## config.mk

```make
export PLATFORM = sky130hd
export DESIGN_NAME = tick_timer_with_tone_sequencer_core
export DESIGN_NICKNAME = d
export VERILOG_FILES = /design/src/hw/rtl/ttts_pkg.sv /design/src/hw/rtl/tick_timer_with_tone_sequencer_core.sv /design/src/hw/rtl/ttts_sound.sv
export SDC_FILE = /design/constraint.sdc
export NUM_CORES = 1
export LEC_CHECK = 0
export ABC_CLOCK_PERIOD_IN_PS = 13700
export BUFFER_PORTS_ARGS = -buffer_cell sky130_fd_sc_hd__buf_2
export CAP_MARGIN = 20
export CORE_MARGIN = 1
export CORE_UTILIZATION = 45
export DETAILED_ROUTE_END_ITERATION = 10
export SKIP_LAST_GASP = 1
export SLEW_MARGIN = 20
export SYNTH_ARGS = -nofsm -noshare
export SYNTH_HDL_FRONTEND = slang
export SYNTH_HIERARCHICAL = 1
export SYNTH_SLANG_ARGS = --single-unit
```

## constraint.sdc

```tcl
create_clock -name clk_i -period 13.7 [get_ports clk_i]
set_input_delay 1.37 -clock clk_i [delete_from_list [all_inputs] [get_ports clk_i]]
set_output_delay 1.37 -clock clk_i [all_outputs]
set_load 0.03 [all_outputs]
```

## src/hw/rtl/ttts_pkg.sv

```systemverilog
// ----------------------------------------------------------------------------
// ttts_pkg
// Shared types, constants and tune tables of the tick timer / tone sequencer.
// ----------------------------------------------------------------------------
package ttts_pkg;

  localparam int unsigned FuncW      = 3;
  localparam int unsigned ArgW       = 16;
  localparam int unsigned RegW       = 16;
  localparam int unsigned TickW      = 32;
  localparam int unsigned NoteIdxW   = 4;
  localparam int unsigned TableLen   = 8;
  localparam int unsigned TableIdxW  = $clog2(TableLen);
  localparam int unsigned TuneNotes  = 8;

  localparam logic [RegW-1:0] GapTicksReset   = 16'd250;
  localparam logic [RegW-1:0] DelayScaleReset = 16'd100;
  localparam logic [RegW-1:0] IdlePeriod      = 16'd200;

  // result word: clock_ticks, delayed, buzzer_on, tone_period, tune_playing
  localparam int unsigned OutFieldW = TickW + 1 + 1 + RegW + 1;
  localparam int unsigned OutDataW  = ((OutFieldW + 7) / 8) * 8;

  // configuration register indexes
  localparam logic CfgGapTicks   = 1'b0;
  localparam logic CfgDelayScale = 1'b1;

  typedef enum logic [FuncW-1:0] {
    FUNC_TICK  = 3'd0,
    FUNC_BUZZ  = 3'd1,
    FUNC_DELAY = 3'd2,
    FUNC_PAUSE = 3'd3,
    FUNC_TUNE1 = 3'd4,
    FUNC_TUNE2 = 3'd5
  } func_e;

  typedef struct packed {
    logic [RegW-1:0]     note_remaining;
    logic [RegW-1:0]     gap_remaining;
    logic                tune_active;
    logic [NoteIdxW-1:0] note_index;
    logic                second_tune;
    logic [RegW-1:0]     period;
    logic                buzz;
  } sound_state_t;

  localparam logic [RegW-1:0] LenOne [TableLen] =
    '{16'd500, 16'd15, 16'd15, 16'd500, 16'd70, 16'd150, 16'd20, 16'd100};
  localparam logic [RegW-1:0] PerOne [TableLen] =
    '{16'd2408, 16'd2273, 16'd2025, 16'd1911, 16'd1703, 16'd1517, 16'd1432, 16'd1276};
  localparam logic [RegW-1:0] LenTwo [TableLen] =
    '{16'd150, 16'd400, 16'd15, 16'd500, 16'd70, 16'd15, 16'd500, 16'd70};
  localparam logic [RegW-1:0] PerTwo [TableLen] =
    '{16'd500, 16'd2273, 16'd200, 16'd2408, 16'd2273, 16'd2025, 16'd2408, 16'd2273};

  function automatic logic [RegW-1:0] tune_len(logic sec, logic [TableIdxW-1:0] idx);
    return sec ? LenTwo[idx] : LenOne[idx];
  endfunction

  function automatic logic [RegW-1:0] tune_per(logic sec, logic [TableIdxW-1:0] idx);
    return sec ? PerTwo[idx] : PerOne[idx];
  endfunction

endpackage

```

## src/hw/rtl/tick_timer_with_tone_sequencer_core.sv

```systemverilog
// ----------------------------------------------------------------------------
// tick_timer_with_tone_sequencer_core
// The result of an accepted transaction is registered and shows on m_axis in the next cycle.
// Throughput: one transaction per cycle; state updates in the accept cycle.
// The output register frees when taken, so input stalls only on output stall.
// Reset: asynchronous, active low; clears counters, restores register
// defaults (gap 250, delay scale 100) and idle tone period 200.
// ----------------------------------------------------------------------------
module tick_timer_with_tone_sequencer_core import ttts_pkg::*; (
  input  logic                clk_i,
  input  logic                rst_ni,
  input  logic                s_axis_tvalid,
  output logic                s_axis_tready,
  input  logic [ArgW-1:0]     s_axis_tdata,  // [15:0] arg
  input  logic [FuncW-1:0]    s_axis_tuser,  // [2:0] func
  output logic                m_axis_tvalid,
  input  logic                m_axis_tready,
  // [31:0] clock_ticks, [32] delayed, [33] buzzer_on, [49:34] tone_period,
  // [50] tune_playing, [55:51] zero
  output logic [OutDataW-1:0] m_axis_tdata,
  input  logic                cfg_we_i,
  input  logic                cfg_idx_i,
  input  logic [RegW-1:0]     cfg_wdata_i
);

  logic [RegW-1:0]     gap_ticks_q, delay_scale_q;
  logic [TickW-1:0]    tick_q, tick_d;
  logic [RegW-1:0]     delay_q, delay_d;
  logic                pause_q, pause_d;
  sound_state_t        snd_q, snd_d, snd_tick;
  logic                out_valid_q;
  logic [OutDataW-1:0] out_data_q, out_data_d;
  logic                accept;
  logic [RegW-1:0]     delay_prod;
  func_e               func;

  assign s_axis_tready = !out_valid_q || m_axis_tready;
  assign accept        = s_axis_tvalid && s_axis_tready;
  assign func          = func_e'(s_axis_tuser);
  // product wraps at 16 bits
  assign delay_prod    = s_axis_tdata * delay_scale_q;

  ttts_sound u_sound (
    .state_i     (snd_q),
    .gap_ticks_i (gap_ticks_q),
    .state_o     (snd_tick)
  );

  always_comb begin
    tick_d  = tick_q;
    delay_d = delay_q;
    pause_d = pause_q;
    snd_d   = snd_q;
    unique case (func)
      FUNC_TICK: begin
        // delay countdown swallows the tick
        if (delay_q != '0) begin
          delay_d = delay_q - 1'b1;
        end else if (!pause_q) begin
          tick_d = tick_q + 1'b1;
        end
        if (!pause_q) begin
          snd_d = snd_tick;
        end
      end
      FUNC_BUZZ: begin
        snd_d.note_remaining = s_axis_tdata;
      end
      FUNC_DELAY: begin
        delay_d = delay_prod;
      end
      FUNC_PAUSE: begin
        pause_d = !pause_q;
      end
      FUNC_TUNE1: begin
        snd_d.note_index  = '0;
        snd_d.tune_active = 1'b1;
      end
      FUNC_TUNE2: begin
        snd_d.second_tune = 1'b1;
        snd_d.note_index  = '0;
        snd_d.tune_active = 1'b1;
      end
      default: begin
      end
    endcase
  end

  always_comb begin
    out_data_d = '0;
    out_data_d[OutFieldW-1:0] = {snd_d.tune_active, snd_d.period, snd_d.buzz,
                                 (delay_d != '0), tick_d};
  end

  always_ff @(posedge clk_i or negedge rst_ni) begin
    if (!rst_ni) begin
      gap_ticks_q   <= GapTicksReset;
      delay_scale_q <= DelayScaleReset;
    end else if (cfg_we_i) begin
      unique case (cfg_idx_i)
        CfgGapTicks:   gap_ticks_q   <= cfg_wdata_i;
        CfgDelayScale: delay_scale_q <= cfg_wdata_i;
        default: begin
        end
      endcase
    end
  end

  always_ff @(posedge clk_i or negedge rst_ni) begin
    if (!rst_ni) begin
      tick_q  <= '0;
      delay_q <= '0;
      pause_q <= 1'b0;
      snd_q   <= '{note_remaining: '0, gap_remaining: '0, tune_active: 1'b0,
                   note_index: '0, second_tune: 1'b0, period: IdlePeriod,
                   buzz: 1'b0};
    end else if (accept) begin
      tick_q  <= tick_d;
      delay_q <= delay_d;
      pause_q <= pause_d;
      snd_q   <= snd_d;
    end
  end

  always_ff @(posedge clk_i or negedge rst_ni) begin
    if (!rst_ni) begin
      out_valid_q <= 1'b0;
    end else if (accept) begin
      out_valid_q <= 1'b1;
    end else if (m_axis_tready) begin
      out_valid_q <= 1'b0;
    end
  end

  always_ff @(posedge clk_i) begin
    if (accept) begin
      out_data_q <= out_data_d;
    end
  end

  assign m_axis_tvalid = out_valid_q;
  assign m_axis_tdata  = out_data_q;

endmodule

```

## src/hw/rtl/ttts_sound.sv

```systemverilog
// ----------------------------------------------------------------------------
// ttts_sound
// Next sound state for one unpaused tick: note countdown, gap, tune end, note fetch.
// ----------------------------------------------------------------------------
module ttts_sound import ttts_pkg::*; (
  input  sound_state_t    state_i,
  input  logic [RegW-1:0] gap_ticks_i,
  output sound_state_t    state_o
);

  logic at_end;

  assign at_end = (state_i.note_index >= NoteIdxW'(TuneNotes)) ||
                  (state_i.note_index >= NoteIdxW'(TableLen));

  always_comb begin
    state_o = state_i;
    if (state_i.note_remaining != '0) begin
      state_o.buzz           = 1'b1;
      state_o.note_remaining = state_i.note_remaining - 1'b1;
    end else if (!state_i.tune_active) begin
      state_o.buzz = 1'b0;
    end else if (state_i.gap_remaining != '0) begin
      state_o.gap_remaining = state_i.gap_remaining - 1'b1;
      state_o.buzz          = 1'b0;
    end else if (at_end) begin
      state_o.second_tune = 1'b0;
      state_o.tune_active = 1'b0;
      state_o.period      = IdlePeriod;
    end else begin
      // load next note, buzzer level stays as it was
      state_o.note_remaining = tune_len(state_i.second_tune,
                                        state_i.note_index[TableIdxW-1:0]);
      state_o.period         = tune_per(state_i.second_tune,
                                        state_i.note_index[TableIdxW-1:0]);
      state_o.note_index     = state_i.note_index + 1'b1;
      state_o.gap_remaining  = gap_ticks_i;
    end
  end

endmodule

```

==> results of run 1 <==
-- registers in the layout (all words and copies together) (netlist names) --
signal / count
m_axis_tvalid: 1
tick_q: 32
m_axis_tdata: 51
delay_scale_q: 16
gap_ticks_q: 16
snd_q: 55
pause_q: 1
delay_q: 16
-- cells by family after synthesis --
logic type | synth area share
AOI/OAI and AO/OA | 0.0989
xor gates and xnor gates | 0.0671
adders and majority gates | 0.162
buffers and inverters | 0.0628
DFF | 0.342
muxes | 0.0379
other | 0.000258
and+or+nand+nor | 0.229
-- per-stage QoR --
step	power, mW	worst slack [ns]	util
2_1_floorplan	2.63	6.85	-
3_3_place_gp	3.14	6.60	0.480
3_5_place_dp	3.16	6.45	0.480
4_1_cts	3.67	6.94	0.498
5_1_grt	4.03	6.64	0.499
6_report	3.66	6.92	0.499
-- report_power, final --
| part | internal, mW | switching, mW |
|---|---|---|
| registers | 0.670 | 0.131 |
| logic | 1.02 | 1.35 |
| clock network | 0.244 | 0.246 |
-- cell usage in the layout, fill, tap and decap left out, drive strengths merged, types with 5 or more instances in the layout --
| cell type | Yosys | layout |
|---|---|---|
| nand2 | 306 | 306 |
| inv | 135 | 141 |
| dfrtp | 125 | 125 |
| buf | 27 | 103 |
| fa | 80 | 80 |
| and2 | 79 | 79 |
| nor2 | 74 | 74 |
| a21oi | 67 | 67 |
| xnor2 | 63 | 63 |
| ha | 61 | 61 |
| o21ai | 59 | 59 |
| edfxtp | 51 | 51 |
| nor3 | 47 | 47 |
| xor2 | 46 | 46 |
| mux2 | 39 | 39 |
| nand3 | 27 | 27 |
| nor3b | 22 | 22 |
| clkbuf | 61 | 18 |
| nand4 | 18 | 18 |
| or3 | 16 | 16 |
| and3 | 15 | 15 |
| nand2b | 15 | 15 |
| nor4 | 15 | 15 |
| a21o | 12 | 12 |
| dfstp | 12 | 12 |
| nor2b | 10 | 10 |
| a31oi | 10 | 10 |
| a211oi | 10 | 10 |
| o31ai | 9 | 9 |
| mux2i | 9 | 9 |
| a22o | 9 | 9 |
| o22ai | 7 | 7 |
| clkinv | 0 | 6 |
| conb | 1 | 5 |
| or4 | 5 | 5 |
-- worst min-delay path by stage --
stage,from,to,slack [ns]
floorplan,snd_q[4],snd_q[4],0.45
global placement,snd_q[4],snd_q[4],0.45
detailed placement,snd_q[4],snd_q[4],0.46
CTS,snd_q[4],snd_q[4],0.47
global route,snd_q[4],snd_q[4],0.50
finish,snd_q[4],snd_q[4],0.47
-- layer usage --
| metal | track usage | up-vias | wire length (µm) |
|---|---|---|---|
| met1 | 0.299 | 5382 | 16200 |
| met5 | 0 | - | 0 |
| met2 | 0.352 | 256 | 16200 |
| met4 | 0.0505 | 0 | 323 |
| met3 | 0.0317 | 20 | 1360 |
| li1 | - | 5427 | - |
-- worst max-delay path, delay by kind of cell --
| kind | cells | cell delay (ns) |
|---|---|---|
| and+or+nand+nor | 4 | 0.85 |
| AOI/OAI and AO/OA | 3 | 0.85 |
| adders and majority gates | 7 | 3.47 |
| buffers and inverters | 5 | 0.41 |
-- layout make-up --
class / instances / area [µm²] / area share
Clock buffer: 18 / 429 / 0.0271
Clock inverter: 14 / 154 / 0.00973
Inverter: 135 / 507 / 0.0320
Multi-Input combinational cell: 1195 / 8710 / 0.550
Sequential cell: 188 / 4970 / 0.314
Tap cell: 402 / 503 / 0.0318
Timing Repair Buffer: 103 / 547 / 0.0346
==> flow_summary_export.csv, run 1 <==
group,metric,value,unit
outcome,outcome,"completed",
global_routing,grt_pass1_vias,11000,
clocking,clk_latency,0.44,ns
run,maxCapViolations,0,
clocking,postCtsSetupBuffers,0,
clocking,cts_resized,0,
floorplan,die_area,33100,µm²
synthesis,synth_edf_count,51,
synthesis,ys_top_cells_by_count,"nand2_1, inv_1, dfrtp_1, fa_1, and2_1",
synthesis,yosys_most_used_dff,"dfrtp_1",
clocking,ctsHoldBuffers,0,
sta,finClkSkew,0.0144,ns
hold_path,holdPathStages,2,
layout,final_cells,2055,
synthesis,synth_area_per_cell,9.09,µm²
setup_path,regToRegSetupSlack,7.46,ns
setup_path,worstPathRequired,13.88,ns
setup_path,slowest_stage,"fa_1",
setup_path,crit_path_end_kind,"flip-flop",
pwr,vdd_drop_max,0.276,mV
clocking,clk_path_buf_depth,2,
sta,max_slew_margin,0.357,
layout,nets,1822,
synthesis,ys_warn_count,6,
setup_path,path_max_fanout,12,
synthesis,synth_top_area_cell,"dfrtp_1",
setup_path,crit_path_start,"s_axis_tdata[5]",
floorplan,die_h,182,µm
floorplan,die-width,182,µm
floorplan,fp.coreArea,31700,µm²
sta,hold_viol,0,
sta,fmax,0.148,GHz
drt,ant_nets,0,
setup_path,r2r-start,"delay_scale_q[3]",
synthesis,synth.yosys.seq_area_share,0.342,
sta,fin_crit,6.78,ns
setup_path,crit_type,"in -> reg",
setup_path,path_common_cell,"fa_1",
global_routing,grt_max_degree,82,
drt,dr.pass1.iters,6,
sta,tightest_slew,0.955,ns
floorplan,num_rows,65,
drt,wire_per_inst,16.6,µm
floorplan,ioPinCount,99,
placed_design,place_inst,2023,
synthesis,synth-seq-cells,188,
pwr,p_leak,7.35,nW
synthesis,yosysMostFrequentCell,"nand2_1",
pwr,p_per_area,231,nW/µm²
layout,stdcell_area,15800,µm²
synthesis,synth_top_area_share,0.215,
clocking,clkTransAtPathRegs,0.08,ns
clocking,h-tree-depth,4,
layout,fillCellCount,2996,
placed_design,place.gp.congestion,0.879,
global_routing,grt_overflow_total,0,
synthesis,netlist_area,14600,µm²
setup_path,worstSetupStartpointType,"input port",
sta,whs,0.470,ns
setup_path,cp-endpoint,"m_axis_tdata[32]",
clocking,cts_tree,"built",
clocking,cts_root_buf,"clkbuf_16",
synthesis,synth_cell_types,88,
drt,drt_iter0_drc,796,
sta,final-setup-viol-count,0,
floorplan,start_util,0.459,
placed_design,portBuffers,93,
drt,totalWireLength,34100,µm
setup_path,arrival,6.95,ns
sta,final_max_slew_viol_count,0,
sta,finalSetupTns,0,ns
drt,vias,11100,
clocking,cts_buffers,17,
drt,drcViolationCount,0,
synthesis,synthCells,1602,
hold_path,hold_class,"reg -> reg",
drt,viasPerCell,5.39,
global_routing,grt_use_total,0.215,
setup_path,path_cells,"buf_2 -> and2_1 -> fa_1 -> inv_1 -> fa_1 -> fa_1 -> fa_1 -> inv_1 -> fa_1 -> inv_1 -> fa_1 -> inv_1 -> ha_1 -> nor2_1 -> a2111oi_1 -> o21ai_0 -> a31oi_1 -> nand4_1 -> or4b_1",
synthesis,ys_top_cells_by_area,"dfrtp_1, fa_1, edfxtp_1",
synthesis,async_flop_share,0.729,
setup_path,reg2reg_to,"m_axis_tdata[32]",
sta,rsz0062_at_grt,"no",
setup_path,reg2reg_depth,17,
placed_design,place_area,15200,µm²
layout,drive_above_1_share,0.132,
setup_path,slowest_delay,0.56,ns
global_routing,grt_first_pass_wirelength,57100,µm
sta,period_share,0.495,
placed_design,hpwlAfterDp,24700,µm
layout,area_delta_synth_final,8.70,%
clocking,clkSinkCount,188,
global_routing,antenna_found_initial,0,
layout,insertedDiodeCount,0,
(Power assumes the default switching activity.)
==> run 2: changes to the inputs <==
--- a/config.mk
+++ b/config.mk
@@ -5,7 +5,7 @@
 export SDC_FILE = /design/constraint.sdc
 export NUM_CORES = 1
 export LEC_CHECK = 0
-export ABC_CLOCK_PERIOD_IN_PS = 13700
+export ABC_CLOCK_PERIOD_IN_PS = 6700
 export BUFFER_PORTS_ARGS = -buffer_cell sky130_fd_sc_hd__buf_2
 export CAP_MARGIN = 20
 export CORE_MARGIN = 1
==> constraint.sdc (replaced) <==
create_clock -name clk_i -period 6.7 [get_ports clk_i]
set_input_delay 0.67 -clock clk_i [delete_from_list [all_inputs] [get_ports clk_i]]
set_output_delay 0.67 -clock clk_i [all_outputs]
set_load 0.03 [all_outputs]
==> run 2 against run 1 <==
Effect of this change:
- non-clock buffer count is 2 higher
- highest routed layer unchanged
- first-iteration DRC count decreased by 1.8%
- clock power grew 100%
- register-to-register slack lost 7.0 ns
- largest power group unchanged
==> flow_summary_export.csv, run 2 (synthesis gave the netlist of run 1 again) <==
group,metric,value,unit
setup_path,path_max_fanout,16,
sta,tightest_slew,0.930,ns
setup_path,path_depth,17,
global_routing,grt_overflow_total,0,
setup_path,slowest_delay,0.77,ns
sta,final_max_slew_viol_count,0,
setup_path,reg2reg_depth,17,
sta,hold_viol,0,
placed_design,hpwlAfterDp,24700,µm
clocking,cts_root_buf,"clkbuf_16",
layout,mostFrequentLayoutCells,"nand2_1, inv_1, dfrtp_1",
floorplan,fp.coreArea,31700,µm²
drt,vias,11200,
setup_path,worstPathRequired,6.89,ns
clocking,cts_tree,"built",
clocking,cts_buffers,17,
layout,area_delta_synth_final,8.78,%
layout,nets,1824,
sta,rsz0062_at_grt,"no",
placed_design,portBuffers,93,
sta,whs,0.245,ns
placed_design,place.gp.congestion,0.872,
global_routing,grt_first_pass_wirelength,57500,µm
floorplan,num_rows,65,
floorplan,ioPinCount,99,
layout,largest_reg_flops,55,
layout,fin_util,0.499,
outcome,outcome,"completed",
setup_path,reg2reg_to,"m_axis_tdata[32]",
floorplan,die-width,182,µm
drt,drcViolationCount,0,
global_routing,antenna_found_initial,0,
layout,final_common_cell,"nand2_1",
sta,finClkSkew,0.0127,ns
setup_path,arrival,6.40,ns
setup_path,crit_type,"reg -> reg",
clocking,clk_latency,0.45,ns
sta,fmax,0.161,GHz
placed_design,place_inst,2025,
setup_path,crit_path_start,"delay_scale_q[1]",
layout,top_register,"snd_q",
clocking,h-tree-depth,4,
clocking,ctsHoldBuffers,0,
drt,dr.pass1.iters,5,
setup_path,path_cells,"nand2_1 -> fa_1 -> fa_1 -> fa_1 -> fa_1 -> inv_1 -> fa_1 -> inv_1 -> fa_1 -> inv_1 -> ha_1 -> nor2_1 -> a2111oi_1 -> o21ai_0 -> a31oi_1 -> nand4_1 -> or4b_1",
pwr,p_leak,7.36,nW
drt,ant_nets,0,
setup_path,critPathTopFamily,"adder cells",
setup_path,path_common_cell,"fa_1",
floorplan,die_h,182,µm
setup_path,r2r-start,"delay_scale_q[1]",
layout,final_cells,2057,
drt,viasPerCell,5.45,
global_routing,grt_max_degree,81,
sta,max_slew_margin,0.380,
sta,finalSetupTns,0,ns
setup_path,cp-endpoint,"m_axis_tdata[32]",
setup_path,slowest_stage,"dfrtp_1",
run,maxCapViolations,0,
floorplan,start_util,0.459,
setup_path,regToRegSetupSlack,0.49,ns
setup_path,worstSetupStartpointType,"flip-flop",
floorplan,die_area,33100,µm²
pwr,vdd_drop_max,0.486,mV
sta,fin_crit,6.21,ns
drt,drt_iter0_drc,782,
drt,totalWireLength,34200,µm
setup_path,crit_path_end_kind,"flip-flop",
drt,wire_per_inst,16.6,µm
clocking,postCtsSetupBuffers,0,
hold_path,hold_class,"in -> async",
global_routing,grt_pass1_vias,11100,
pwr,p_per_area,472,nW/µm²
setup_path,cp.buffers_inverters,3,
sta,period_share,0.927,
clocking,clk_path_buf_depth,2,
global_routing,grt_use_total,0.217,
clocking,clkSinkCount,188,
layout,insertedDiodeCount,0,
layout,fillCellCount,3015,
sta,final-setup-viol-count,0,
clocking,clkTransAtPathRegs,0.08,ns
layout,drive_above_1_share,0.135,
run 2: layout make-up:
| cell class | count | area, µm² | share of cell area |
|---|---|---|---|
| Tap cell | 402 | 503 | 0.0318 |
| Sequential cell | 188 | 4980 | 0.314 |
| Clock inverter | 15 | 153 | 0.00964 |
| Timing Repair Buffer | 105 | 562 | 0.0355 |
| Multi-Input combinational cell | 1195 | 8710 | 0.550 |
| Inverter | 135 | 507 | 0.0320 |
| Clock buffer | 17 | 425 | 0.0269 |
run 2: worst reg2reg max path, cell delays in order, from the launching register on:
cell       delay [ns]
dfrtp_1          0.77
nand2_1          0.16
fa_1             0.54
fa_1             0.44
fa_1             0.48
fa_1             0.50
inv_1            0.06
fa_1             0.53
inv_1            0.05
fa_1             0.53
inv_1            0.04
ha_1             0.37
nor2_1           0.08
a2111oi_1        0.45
o21ai_0          0.15
a31oi_1          0.24
nand4_1          0.09
or4b_1           0.48
run 2: worst min-delay path by stage:
stage,to,slack [ns],cells after the start
detailed placement,snd_q[7],0.46,2
global route,snd_q[34],0.32,1
global placement,snd_q[4],0.45,2
floorplan,delay_q[0],0.37,0
finish,snd_q[34],0.24,1
CTS,snd_q[34],0.29,1
run 2: layer usage:
metal	up-vias	track usage	share of wire
met3	41	0.0291	0.041
met2	295	0.353	0.47
met5	-	0	0
met1	5453	0.303	0.47
li1	5426	-	-
met4	0	0.0597	0.016
run 2: power by group:
part	switching (mW)	leakage, nW	internal, mW	total, mW
clock network	0.498	0.274	0.493	0.992
registers	0.268	2.27	1.37	1.64
logic	2.76	4.82	2.08	4.84
total	3.52	7.36	3.95	7.47
run 2: timing repair:
item	in CTS	in global routing
gates resized for setup	0	1
hold endpoints to repair	0	0
setup endpoints to repair	0	1
run 2: per-stage QoR:
step	setup slack [ns]	area (µm²)	total power, mW
floorplan	0.545	14600	5.38
global placement	0.310	15200	6.41
detailed placement	0.175	15200	6.47
CTS	0.460	15800	7.51
global route	0.0282	15800	8.23
finish	0.489	15800	7.47
